[config.mk]
export PLATFORM = sky130hd
export DESIGN_NAME = mpeg2_start_code_cc_parser_flat
export DESIGN_NICKNAME = d
export VERILOG_FILES = /design/src/design/mscc_pkg.sv /design/src/design/mscc_if.sv /design/src/design/mscc_fifo.sv /design/src/design/mscc_parse.sv /design/src/design/mpeg2_start_code_cc_parser.sv /design/src/flat_wrapper.sv
export SDC_FILE = /design/constraint.sdc
export NUM_CORES = 1
export LEC_CHECK = 0
export ABC_AREA = 1
export BUFFER_PORTS_ARGS = -buffer_cell sky130_fd_sc_hd__buf_2
export CAP_MARGIN = 20
export CORE_UTILIZATION = 50
export CTS_BUF_LIST = sky130_fd_sc_hd__clkbuf_8 sky130_fd_sc_hd__clkbuf_16
export CTS_CLUSTER_SIZE = 10
export DETAILED_ROUTE_END_ITERATION = 8
export PLACE_DENSITY = 0.67
export SETUP_SLACK_MARGIN = 0.15
export SLEW_MARGIN = 0
export SYNTH_ARGS = -nofsm -noshare
export SYNTH_HDL_FRONTEND = slang
export SYNTH_SLANG_ARGS = --single-unit
[constraint.sdc]
create_clock -name clk -period 4.9 [get_ports clk]
set_input_delay 0.245 -clock clk [delete_from_list [all_inputs] [get_ports clk]]
set_output_delay 0.245 -clock clk [all_outputs]
set_load 0.02 [all_outputs]
[src/design/mscc_pkg.sv]
// Package for the MPEG-2 start code and caption parser.
// Holds the parse mode type, result codes, start code constants and the result layout.
// No dependencies.
package mscc_pkg;

    typedef enum logic [1:0]
    {
        MODE_SEARCH,
        MODE_PIC,
        MODE_USER,
        MODE_CC
    } mode_t;

    localparam logic [1:0] KIND_PIC    = 2'd0;
    localparam logic [1:0] KIND_CC     = 2'd1;
    localparam logic [1:0] KIND_STATUS = 2'd2;

    localparam logic [2:0] STATUS_OK        = 3'd0;
    localparam logic [2:0] STATUS_NO_USER   = 3'd1;
    localparam logic [2:0] STATUS_BAD_HDR   = 3'd2;
    localparam logic [2:0] STATUS_OVER      = 3'd3;
    localparam logic [2:0] STATUS_TRUNCATED = 3'd4;

    localparam logic [23:0] WIN_ONES     = 24'hFFFFFF;
    localparam logic [23:0] START_PREFIX = 24'h000001;

    localparam logic [7:0] CODE_PICTURE = 8'h00;
    localparam logic [7:0] CODE_SLICE   = 8'h01;
    localparam logic [7:0] CODE_USER    = 8'hB2;

    localparam logic [7:0] LIMIT_RESET = 8'd93;

    localparam logic [2:0] HDR_COUNT = 3'd5;
    localparam logic [2:0] HDR_SKIP  = 3'd6;

    typedef struct packed
    {
        logic [1:0] kind;
        logic [1:0] picture_type;
        logic [9:0] temporal_ref;
        logic [7:0] cc_byte;
        logic       cc_last;
        logic [2:0] cc_status;
        logic [6:0] cc_length;
        logic       picture_found;
        logic       slice_found;
    } res_small_t;

    // Expected user data header: "GA94" followed by the caption data type 3.
    function automatic logic [7:0] ga94_byte(input logic [2:0] idx);
        logic [7:0] val;
        unique case (idx)
            3'd0:    val = 8'h47;
            3'd1:    val = 8'h41;
            3'd2:    val = 8'h39;
            3'd3:    val = 8'h34;
            3'd4:    val = 8'h03;
            default: val = 8'h00;
        endcase
        return val;
    endfunction

endpackage

[src/design/mscc_if.sv]
// Channel interfaces for the MPEG-2 start code and caption parser.
// Depends on nothing; widths of the offsets follow the OW parameter.
interface mscc_in_if;
    logic       valid;
    logic       ready;
    logic [7:0] data_byte;
    logic       frame_end;

    modport source (output valid, output data_byte, output frame_end, input ready);
    modport sink (input valid, input data_byte, input frame_end, output ready);
endinterface

interface mscc_res_if #(parameter int OW = 20);
    logic          valid;
    logic          ready;
    logic [1:0]    kind;
    logic [1:0]    picture_type;
    logic [9:0]    temporal_ref;
    logic [7:0]    cc_byte;
    logic          cc_last;
    logic [2:0]    cc_status;
    logic [6:0]    cc_length;
    logic [OW-1:0] user_data_offset;
    logic          picture_found;
    logic          slice_found;
    logic [OW-1:0] insert_offset;

    modport source (output valid, output kind, output picture_type, output temporal_ref,
        output cc_byte, output cc_last, output cc_status, output cc_length,
        output user_data_offset, output picture_found, output slice_found,
        output insert_offset, input ready);
    modport sink (input valid, input kind, input picture_type, input temporal_ref,
        input cc_byte, input cc_last, input cc_status, input cc_length,
        input user_data_offset, input picture_found, input slice_found,
        input insert_offset, output ready);
endinterface

interface mscc_cfg_if;
    logic       valid;
    logic       ready;
    logic [7:0] cc_byte_limit;

    modport source (output valid, output cc_byte_limit, input ready);
    modport sink (input valid, input cc_byte_limit, output ready);
endinterface

[src/design/mscc_fifo.sv]
// Four-entry result queue that takes up to two entries and gives one per cycle.
// Generic in width; no package dependency.
module mscc_fifo #(
    parameter int W = 8
) (
    input  logic         clk,
    input  logic         rst_n,
    input  logic [1:0]   push_cnt,
    input  logic [W-1:0] push_d0,
    input  logic [W-1:0] push_d1,
    input  logic         pop,
    output logic [W-1:0] head,
    output logic         not_empty,
    output logic         room2
);
    localparam int DEPTH = 4;
    localparam int PW = $clog2(DEPTH);

    logic [W-1:0]  mem_reg [DEPTH];
    logic [PW-1:0] wptr_reg, wptr_next;
    logic [PW-1:0] rptr_reg, rptr_next;
    logic [PW:0]   cnt_reg, cnt_next;
    logic [PW-1:0] wptr_plus1;

    assign wptr_plus1 = wptr_reg + PW'(1);
    assign head       = mem_reg[rptr_reg];
    assign not_empty  = (cnt_reg != '0);
    assign room2      = (cnt_reg <= (PW+1)'(DEPTH - 2));

    always_comb
    begin
        wptr_next = wptr_reg + PW'(push_cnt);
        rptr_next = rptr_reg + PW'(pop);
        cnt_next  = cnt_reg + (PW+1)'(push_cnt) - (PW+1)'(pop);
    end

    always_ff @(posedge clk)
    begin
        if (push_cnt != 2'd0)
        begin
            mem_reg[wptr_reg] <= push_d0;
        end
        if (push_cnt == 2'd2)
        begin
            mem_reg[wptr_plus1] <= push_d1;
        end
    end

    always_ff @(posedge clk or negedge rst_n)
    begin
        if (!rst_n)
        begin
            wptr_reg <= '0;
            rptr_reg <= '0;
            cnt_reg  <= '0;
        end
        else
        begin
            wptr_reg <= wptr_next;
            rptr_reg <= rptr_next;
            cnt_reg  <= cnt_next;
        end
    end
endmodule

[src/design/mscc_parse.sv]
// Byte-at-a-time start code scanner, picture header reader and caption extractor.
// Uses mscc_pkg; produces up to two packed results per accepted byte.
module mscc_parse #(
    parameter int OW = 20
) (
    input  logic                                  clk,
    input  logic                                  rst_n,
    input  logic                                  accept,
    input  logic [7:0]                            data_byte,
    input  logic                                  frame_end,
    input  logic [7:0]                            limit,
    output logic [1:0]                            push_cnt,
    output logic [$bits(mscc_pkg::res_small_t)+2*OW-1:0] push_d0,
    output logic [$bits(mscc_pkg::res_small_t)+2*OW-1:0] push_d1
);
    localparam int EW = $bits(mscc_pkg::res_small_t) + 2 * OW;

    logic [23:0]         win_reg, win_next;
    logic [OW-1:0]       pos_reg, pos_next;
    mscc_pkg::mode_t     mode_reg, mode_next;
    logic [2:0]          hidx_reg, hidx_next;
    logic [6:0]          rem_reg, rem_next;
    logic [7:0]          fhb_reg, fhb_next;
    logic [2:0]          flags_reg, flags_next;
    logic [OW-1:0]       uofs_reg, uofs_next;
    logic [OW-1:0]       sofs_reg, sofs_next;
    logic [2:0]          status_reg, status_next;
    logic [6:0]          total_reg, total_next;

    mscc_pkg::res_small_t res_a, res_b;
    logic                 a_valid;
    logic [6:0]           len;
    logic [2:0]           ct;
    logic [EW-1:0]        ent_a, ent_b;

    assign len = {2'b00, data_byte[4:0]} + {1'b0, data_byte[4:0], 1'b0};
    assign ct  = data_byte[5:3];

    always_comb
    begin
        win_next    = win_reg;
        pos_next    = pos_reg;
        mode_next   = mode_reg;
        hidx_next   = hidx_reg;
        rem_next    = rem_reg;
        fhb_next    = fhb_reg;
        flags_next  = flags_reg;
        uofs_next   = uofs_reg;
        sofs_next   = sofs_reg;
        status_next = status_reg;
        total_next  = total_reg;
        res_a       = '0;
        res_b       = '0;
        a_valid     = 1'b0;

        unique case (mode_reg)
            mscc_pkg::MODE_PIC:
            begin
                if (hidx_reg == 3'd0)
                begin
                    fhb_next  = data_byte;
                    hidx_next = 3'd1;
                end
                else
                begin
                    a_valid            = 1'b1;
                    res_a.kind         = mscc_pkg::KIND_PIC;
                    res_a.picture_type = (!ct[2] && ct != 3'd0) ? ct[1:0] : 2'd0;
                    res_a.temporal_ref = {fhb_reg, data_byte[7:6]};
                    flags_next[0]      = 1'b1;
                    mode_next          = mscc_pkg::MODE_SEARCH;
                end
            end
            mscc_pkg::MODE_USER:
            begin
                if (hidx_reg < mscc_pkg::HDR_COUNT)
                begin
                    if (data_byte != mscc_pkg::ga94_byte(hidx_reg))
                    begin
                        status_next = mscc_pkg::STATUS_BAD_HDR;
                        mode_next   = mscc_pkg::MODE_SEARCH;
                    end
                    else
                    begin
                        hidx_next = hidx_reg + 3'd1;
                    end
                end
                else if (hidx_reg == mscc_pkg::HDR_COUNT)
                begin
                    total_next = len;
                    if ({1'b0, len} > limit)
                    begin
                        status_next = mscc_pkg::STATUS_OVER;
                        mode_next   = mscc_pkg::MODE_SEARCH;
                    end
                    else if (len == 7'd0)
                    begin
                        status_next = mscc_pkg::STATUS_OK;
                        mode_next   = mscc_pkg::MODE_SEARCH;
                    end
                    else
                    begin
                        rem_next  = len;
                        hidx_next = mscc_pkg::HDR_SKIP;
                    end
                end
                else
                begin
                    mode_next = mscc_pkg::MODE_CC;
                end
            end
            mscc_pkg::MODE_CC:
            begin
                rem_next      = rem_reg - 7'd1;
                a_valid       = 1'b1;
                res_a.kind    = mscc_pkg::KIND_CC;
                res_a.cc_byte = data_byte;
                res_a.cc_last = (rem_next == 7'd0);
                if (rem_next == 7'd0)
                begin
                    status_next = mscc_pkg::STATUS_OK;
                    mode_next   = mscc_pkg::MODE_SEARCH;
                end
            end
            default:
            begin
            end
        endcase

        if (win_reg == mscc_pkg::START_PREFIX)
        begin
            if (!frame_end)
            begin
                priority if (data_byte == mscc_pkg::CODE_PICTURE
                    && mode_next == mscc_pkg::MODE_SEARCH && !flags_next[0])
                begin
                    mode_next = mscc_pkg::MODE_PIC;
                    hidx_next = 3'd0;
                end
                else if (data_byte == mscc_pkg::CODE_USER
                    && mode_next == mscc_pkg::MODE_SEARCH && !flags_next[1])
                begin
                    flags_next[1] = 1'b1;
                    uofs_next     = pos_reg + OW'(1);
                    mode_next     = mscc_pkg::MODE_USER;
                    hidx_next     = 3'd0;
                end
                else if (data_byte == mscc_pkg::CODE_SLICE && !flags_next[2])
                begin
                    flags_next[2] = 1'b1;
                    sofs_next     = pos_reg - OW'(3);
                end
                else
                begin
                end
            end
            win_next = mscc_pkg::WIN_ONES;
        end
        else
        begin
            win_next = {win_reg[15:0], data_byte};
        end

        pos_next = pos_reg + OW'(1);

        if (frame_end)
        begin
            if (mode_next == mscc_pkg::MODE_USER || mode_next == mscc_pkg::MODE_CC)
            begin
                status_next = mscc_pkg::STATUS_TRUNCATED;
            end
            res_b.kind          = mscc_pkg::KIND_STATUS;
            res_b.cc_status     = status_next;
            res_b.cc_length     = total_next;
            res_b.picture_found = flags_next[0];
            res_b.slice_found   = flags_next[2];
            ent_b               = {res_b, uofs_next, sofs_next};
            win_next    = mscc_pkg::WIN_ONES;
            pos_next    = '0;
            mode_next   = mscc_pkg::MODE_SEARCH;
            hidx_next   = 3'd0;
            rem_next    = 7'd0;
            fhb_next    = 8'd0;
            flags_next  = 3'd0;
            uofs_next   = '0;
            sofs_next   = '0;
            status_next = mscc_pkg::STATUS_NO_USER;
            total_next  = 7'd0;
        end
        else
        begin
            ent_b = '0;
        end
    end

    assign ent_a = {res_a, {(2*OW){1'b0}}};

    always_comb
    begin
        push_cnt = 2'd0;
        push_d0  = ent_a;
        push_d1  = ent_b;
        if (accept)
        begin
            push_cnt = {1'b0, a_valid} + {1'b0, frame_end};
            if (!a_valid)
            begin
                push_d0 = ent_b;
            end
        end
    end

    always_ff @(posedge clk or negedge rst_n)
    begin
        if (!rst_n)
        begin
            win_reg    <= mscc_pkg::WIN_ONES;
            pos_reg    <= '0;
            mode_reg   <= mscc_pkg::MODE_SEARCH;
            hidx_reg   <= 3'd0;
            rem_reg    <= 7'd0;
            fhb_reg    <= 8'd0;
            flags_reg  <= 3'd0;
            uofs_reg   <= '0;
            sofs_reg   <= '0;
            status_reg <= mscc_pkg::STATUS_NO_USER;
            total_reg  <= 7'd0;
        end
        else if (accept)
        begin
            win_reg    <= win_next;
            pos_reg    <= pos_next;
            mode_reg   <= mode_next;
            hidx_reg   <= hidx_next;
            rem_reg    <= rem_next;
            fhb_reg    <= fhb_next;
            flags_reg  <= flags_next;
            uofs_reg   <= uofs_next;
            sofs_reg   <= sofs_next;
            status_reg <= status_next;
            total_reg  <= total_next;
        end
    end
endmodule

[src/design/mpeg2_start_code_cc_parser.sv]
// Top level of the MPEG-2 start code scanner with GA94 caption extraction.
// Uses mscc_pkg, the channel interfaces, mscc_parse and mscc_fifo.
//
// The block takes one byte of a coded frame per cycle and parses it in the same cycle it
// is transferred, so one byte a cycle is sustained while the result queue has room. Each
// byte gives up to two results (picture info or a caption byte, then the end-of-frame
// status), which wait in a four-entry result queue; the result channel moves one a cycle,
// and the input is held off only while the queue has fewer than two free slots. A result
// appears on the output in the cycle after the byte that causes it at the earliest. The
// caption limit register is written through its own channel, which is always ready.
module mpeg2_start_code_cc_parser #(
    parameter int FRAME_OFFSET_BITS = 20
) (
    input  logic          clk,
    input  logic          rst_n,
    mscc_in_if.sink       stream,
    mscc_cfg_if.sink      cfg,
    mscc_res_if.source    result
);
    localparam int OW = FRAME_OFFSET_BITS;
    localparam int SW = $bits(mscc_pkg::res_small_t);
    localparam int EW = SW + 2 * OW;

    logic [7:0]           limit_reg;
    logic                 accept;
    logic [1:0]           push_cnt;
    logic [EW-1:0]        push_d0, push_d1, head;
    logic                 not_empty, room2;
    mscc_pkg::res_small_t head_small;

    assign stream.ready = room2;
    assign accept       = stream.valid && room2;
    assign cfg.ready    = 1'b1;

    always_ff @(posedge clk or negedge rst_n)
    begin
        if (!rst_n)
        begin
            limit_reg <= mscc_pkg::LIMIT_RESET;
        end
        else if (cfg.valid)
        begin
            limit_reg <= cfg.cc_byte_limit;
        end
    end

    mscc_parse #(
        .OW (OW)
    ) u_parse (
        .clk       (clk),
        .rst_n     (rst_n),
        .accept    (accept),
        .data_byte (stream.data_byte),
        .frame_end (stream.frame_end),
        .limit     (limit_reg),
        .push_cnt  (push_cnt),
        .push_d0   (push_d0),
        .push_d1   (push_d1)
    );

    mscc_fifo #(
        .W (EW)
    ) u_fifo (
        .clk       (clk),
        .rst_n     (rst_n),
        .push_cnt  (push_cnt),
        .push_d0   (push_d0),
        .push_d1   (push_d1),
        .pop       (not_empty && result.ready),
        .head      (head),
        .not_empty (not_empty),
        .room2     (room2)
    );

    assign head_small              = head[EW-1 -: SW];
    assign result.valid            = not_empty;
    assign result.kind             = head_small.kind;
    assign result.picture_type     = head_small.picture_type;
    assign result.temporal_ref     = head_small.temporal_ref;
    assign result.cc_byte          = head_small.cc_byte;
    assign result.cc_last          = head_small.cc_last;
    assign result.cc_status        = head_small.cc_status;
    assign result.cc_length        = head_small.cc_length;
    assign result.picture_found    = head_small.picture_found;
    assign result.slice_found      = head_small.slice_found;
    assign result.user_data_offset = head[2*OW-1:OW];
    assign result.insert_offset    = head[OW-1:0];
endmodule

[src/flat_wrapper.sv]
// flat-port wrapper written by rule: the top's interface ports become plain ports
module mpeg2_start_code_cc_parser_flat 
#(
    parameter int FRAME_OFFSET_BITS = 20
)
  (clk, rst_n, stream_valid, stream_data_byte, stream_frame_end, stream_ready, cfg_valid, cfg_cc_byte_limit, cfg_ready, result_valid, result_kind, result_picture_type, result_temporal_ref, result_cc_byte, result_cc_last, result_cc_status, result_cc_length, result_user_data_offset, result_picture_found, result_slice_found, result_insert_offset, result_ready);
  mscc_in_if stream_i ();
  mscc_cfg_if cfg_i ();
  mscc_res_if result_i ();
  input  logic clk;
  input  logic rst_n;
  input wire logic [$bits(stream_i.valid)-1:0] stream_valid;
  input wire logic [$bits(stream_i.data_byte)-1:0] stream_data_byte;
  input wire logic [$bits(stream_i.frame_end)-1:0] stream_frame_end;
  output wire logic [$bits(stream_i.ready)-1:0] stream_ready;
  input wire logic [$bits(cfg_i.valid)-1:0] cfg_valid;
  input wire logic [$bits(cfg_i.cc_byte_limit)-1:0] cfg_cc_byte_limit;
  output wire logic [$bits(cfg_i.ready)-1:0] cfg_ready;
  output wire logic [$bits(result_i.valid)-1:0] result_valid;
  output wire logic [$bits(result_i.kind)-1:0] result_kind;
  output wire logic [$bits(result_i.picture_type)-1:0] result_picture_type;
  output wire logic [$bits(result_i.temporal_ref)-1:0] result_temporal_ref;
  output wire logic [$bits(result_i.cc_byte)-1:0] result_cc_byte;
  output wire logic [$bits(result_i.cc_last)-1:0] result_cc_last;
  output wire logic [$bits(result_i.cc_status)-1:0] result_cc_status;
  output wire logic [$bits(result_i.cc_length)-1:0] result_cc_length;
  output wire logic [$bits(result_i.user_data_offset)-1:0] result_user_data_offset;
  output wire logic [$bits(result_i.picture_found)-1:0] result_picture_found;
  output wire logic [$bits(result_i.slice_found)-1:0] result_slice_found;
  output wire logic [$bits(result_i.insert_offset)-1:0] result_insert_offset;
  input wire logic [$bits(result_i.ready)-1:0] result_ready;
  assign stream_i.valid = stream_valid;
  assign stream_i.data_byte = stream_data_byte;
  assign stream_i.frame_end = stream_frame_end;
  assign stream_ready = stream_i.ready;
  assign cfg_i.valid = cfg_valid;
  assign cfg_i.cc_byte_limit = cfg_cc_byte_limit;
  assign cfg_ready = cfg_i.ready;
  assign result_valid = result_i.valid;
  assign result_kind = result_i.kind;
  assign result_picture_type = result_i.picture_type;
  assign result_temporal_ref = result_i.temporal_ref;
  assign result_cc_byte = result_i.cc_byte;
  assign result_cc_last = result_i.cc_last;
  assign result_cc_status = result_i.cc_status;
  assign result_cc_length = result_i.cc_length;
  assign result_user_data_offset = result_i.user_data_offset;
  assign result_picture_found = result_i.picture_found;
  assign result_slice_found = result_i.slice_found;
  assign result_insert_offset = result_i.insert_offset;
  assign result_i.ready = result_ready;
  mpeg2_start_code_cc_parser #(.FRAME_OFFSET_BITS(FRAME_OFFSET_BITS)) u_core (.clk(clk), .rst_n(rst_n), .stream(stream_i), .cfg(cfg_i), .result(result_i));
endmodule
==> impl_metrics.env <==
export IMPL_clock_skew_final_ns=0.0146
export IMPL_switchingPower_mw=5.13
export IMPL_synth_edff_count=212
export IMPL_cts_root_buf="clkbuf_16"
export IMPL_p_per_area_nw_per_um2=557
export IMPL_seqPwrFrac=0.372
export IMPL_max_slew_margin=0.367
export IMPL_clock_sinks=432
export IMPL_maxCapViolations=0
export IMPL_nNetsFinal=2537
export IMPL_cts_tree="done"
export IMPL_p_sw_frac=0.395
export IMPL_cp_top_family="simple AND/OR/NAND/NOR gates"
export IMPL_whs_path_depth=3
export IMPL_cpMostUsedCell="nand2_1"
export IMPL_worstSkewPairLatency_ns=0.59
export IMPL_syn_inst=2408
export IMPL_critical_path_depth=24
export IMPL_syn_area_um2=20700
export IMPL_status="finished, final reports clean"
export IMPL_tightest_slew_ns=0.950
export IMPL_synth_largest_area_cell="edfxtp_1"
export IMPL_slowest_stage="dlygate4sd3_1"
export IMPL_synth_seq_cells=432
export IMPL_power_leakage_nw=9.41
export IMPL_portBuffers=98
export IMPL_die_area_um2=42200
export IMPL_grt_busiest_layer="met2"
export IMPL_cp_cell_sequence="dlygate4sd3_1 -> buf_2 -> inv_1 -> ha_1 -> nand2_1 -> nand2_1 -> nand2_1 -> nand3_1 -> ha_1 -> inv_1 -> nor3_1 -> nand2_1 -> nand2_1 -> nand3_1 -> inv_1 -> nand2_1 -> nand3_2 -> nand3_2 -> a21oi_2 -> nand3_1 -> nand2_2 -> nand2_1 -> o21ai_1 -> nand2_1"
export IMPL_rsz0062_at_grt="false"
export IMPL_grt_pass1_wl_mm=90.7
export IMPL_ant_nets=0
export IMPL_wirelength_mm=57.8
export IMPL_max_stage_delay_ns=0.53
export IMPL_synth_common_cells="481 x nor2_1, 376 x nand2_1, 342 x o21ai_0"
export IMPL_grt_util_met3=0.0445
export IMPL_drv_slew=0
export IMPL_start_kind="input pin"
export IMPL_clk_pin_slew_ns=0.06
export IMPL_vias=17400
export IMPL_initial_core_util=0.506
export IMPL_max_freq_ghz=0.255
export IMPL_largest_register_ffs=300
export IMPL_rr_worst_depth=20
export IMPL_via_per_inst=5.70
export IMPL_cts_buffers=50
export IMPL_crit_path_end_kind="flip-flop"
export IMPL_regToRegStartpoint="u_core.u_parse.hidx_reg[0]"
export IMPL_cp_arrival_ns=4.38
export IMPL_grt_antenna_before_repair=1
export IMPL_die_h_um=205
export IMPL_yosysTopAreaCellShare=0.308
export IMPL_firstDrtPassIters=6
export IMPL_p_int_mw=7.86
export IMPL_core_um2=40800
export IMPL_power_mw=13.0
export IMPL_grt_max_degree=95
export IMPL_synth_area_leaders="edfxtp_1 31%, dfrtp_1 12%, nor2_1 8.7%"
export IMPL_n_fill_cell=3565
export IMPL_placementRows=74
export IMPL_path_max_fanout=19
export IMPL_cp_startpoint="stream_data_byte[3]"
export IMPL_min_delay_start="stream_data_byte[0]"
export IMPL_grt_usage=0.277
export IMPL_drtIter0Drc=1590
export IMPL_synth_area_per_cell_um2=8.58
export IMPL_use_met2=0.443
export IMPL_peakVddDrop_uv=323
export IMPL_synth_warnings=0
export IMPL_post_route_min_period_ns=3.91
export IMPL_cts_path_max_buffers=3
export IMPL_fin_crit_sh=0.799
export IMPL_diodes=0
export IMPL_gp_congestion=0.901
export IMPL_multi_input_area_um2=7960
export IMPL_seq_area_um2=11500
export IMPL_grt_overflow=0
export IMPL_yosysUniqueCellTypes=48
export IMPL_reg2reg_setup_slack_ns=1.12
export IMPL_routedWlPerCell_um=19.0
export IMPL_critPathKind="input pin to flip-flop"
export IMPL_clock_power_share=0.261
export IMPL_drc=0
export IMPL_finalSetupTns_ns=0
export IMPL_combPwrFrac=0.367
export IMPL_htreeDepth=2
export IMPL_required_ns=5.37
export IMPL_yosysSeqAreaShare=0.555
export IMPL_worstHoldPathType="input pin to flip-flop"
export IMPL_layout_drive_gt1_share=0.108
export IMPL_ys_flop_type="edfxtp_1"
export IMPL_hpwl_mm=34.5
export IMPL_ios=100
export IMPL_hold_viol=0
export IMPL_synth_most_common_cell="nor2_1"
export IMPL_die_width_um=205
export IMPL_async_flop_share=0.306
export IMPL_grt_pass1_vias=16500
export IMPL_grtUsageMet1=0.385
export IMPL_setup_viol=0
export IMPL_synth_fp_nets=2469
export IMPL_cp_num_buf_inv=5
export IMPL_area_delta_synth_final_pct=12.8
-- worst min-delay path: cells and delay by family --
family          cells  cell delay [ns]
buf+inv             1             0.17
compound gates      2             0.16
-- area by class of cell --
| cell class | instances | share of cell area |
|---|---|---|
| Clock buffer | 54 | 0.0565 |
| Clock inverter | 35 | 0.00708 |
| Inverter | 186 | 0.0302 |
| Multi-Input combinational cell | 1653 | 0.341 |
| Sequential cell | 432 | 0.492 |
| Tap cell | 532 | 0.0285 |
| Timing Repair Buffer | 153 | 0.0441 |
-- stage by stage --
step / area (um2) / std cells / setup WS [ns] / hold slack, ns / util
floorplan: 20700 / 2408 / 0.831 / -0.0506 / -
global placement: 21600 / 2934 / 1.11 / 0.419 / 0.529
detailed placement: 21600 / 2934 / 1.02 / 0.431 / 0.529
CTS: 23300 / 3045 / 1.08 / 0.00373 / 0.571
global route: 23300 / 3045 / 0.652 / 0.0254 / 0.571
finish: 23300 / 3045 / 0.986 / 0.0312 / 0.571
-- layer usage --
layer  share of wire  vias to the layer above
met5         0.00021                        -
met4           0.025                        2
met3           0.078                      107
met2            0.46                      701
met1            0.43                     8333
li1                -                     8220
-- timing repair --
action | in CTS | in global routing
setup buffers | 0 | 0
hold buffers | 22 | 0
endpoints found under the hold margin | 80 | 0
gates resized for setup | 0 | 0
-- logic make-up after synthesis --
logic type | synth area share
other cells | 0.000181
buf+inv | 0.0606
fa+ha+maj | 0.0243
mux | 0.00103
compound gates | 0.134
flops | 0.555
xor+xnor | 0.0119
simple gates | 0.213
-- path summary, 6_finish.rpt --
check | end
setup reg to reg | u_core.u_fifo.mem_reg[0][15]
hold / removal | u_core.u_parse.rem_reg[0]
min in group asynchronous | u_core.u_parse.hidx_reg[1]
max in group asynchronous | u_core.u_fifo.rptr_reg[0]
setup / recovery | u_core.u_parse.uofs_reg[1]
hold reg to reg | u_core.u_fifo.mem_reg[2][68]
-- power groups by stage --
stage,registers [mW],logic (mW),clock network [mW]
after floorplan,4.76,3.30,0
after global placement,4.87,4.66,0
after detailed placement,4.89,4.73,0
after CTS,4.82,4.76,3.43
after global routing,4.90,5.25,3.55
final,4.84,4.77,3.39
-- cells in the final DEF (no fill, tap or decap), types with 4 or more instances in the layout --
| master | instances |
|---|---|
| o21ai_1 | 28 |
| edfxtp_1 | 212 |
| o211ai_1 | 6 |
| or2_2 | 15 |
| o21ai_0 | 342 |
| buf_4 | 28 |
| dfstp_2 | 30 |
| nor2_2 | 5 |
| inv_2 | 6 |
| o21a_1 | 4 |
| clkbuf_16 | 51 |
| o22ai_1 | 77 |
| ha_1 | 37 |
| a21oi_1 | 49 |
| clkinv_1 | 5 |
| nor4_1 | 7 |
| nand2_2 | 11 |
| nor2_1 | 480 |
| dlygate4sd3_1 | 22 |
| dfxtp_1 | 88 |
| dfrtp_1 | 100 |
| xor2_1 | 25 |
| nand3_2 | 4 |
| nand3_1 | 114 |
| inv_1 | 203 |
| nor3_1 | 10 |
| nand4_1 | 39 |
| buf_12 | 5 |
| nand2_1 | 371 |
| buf_2 | 97 |
No activity file was read; power rests on OpenSTA's default activity.
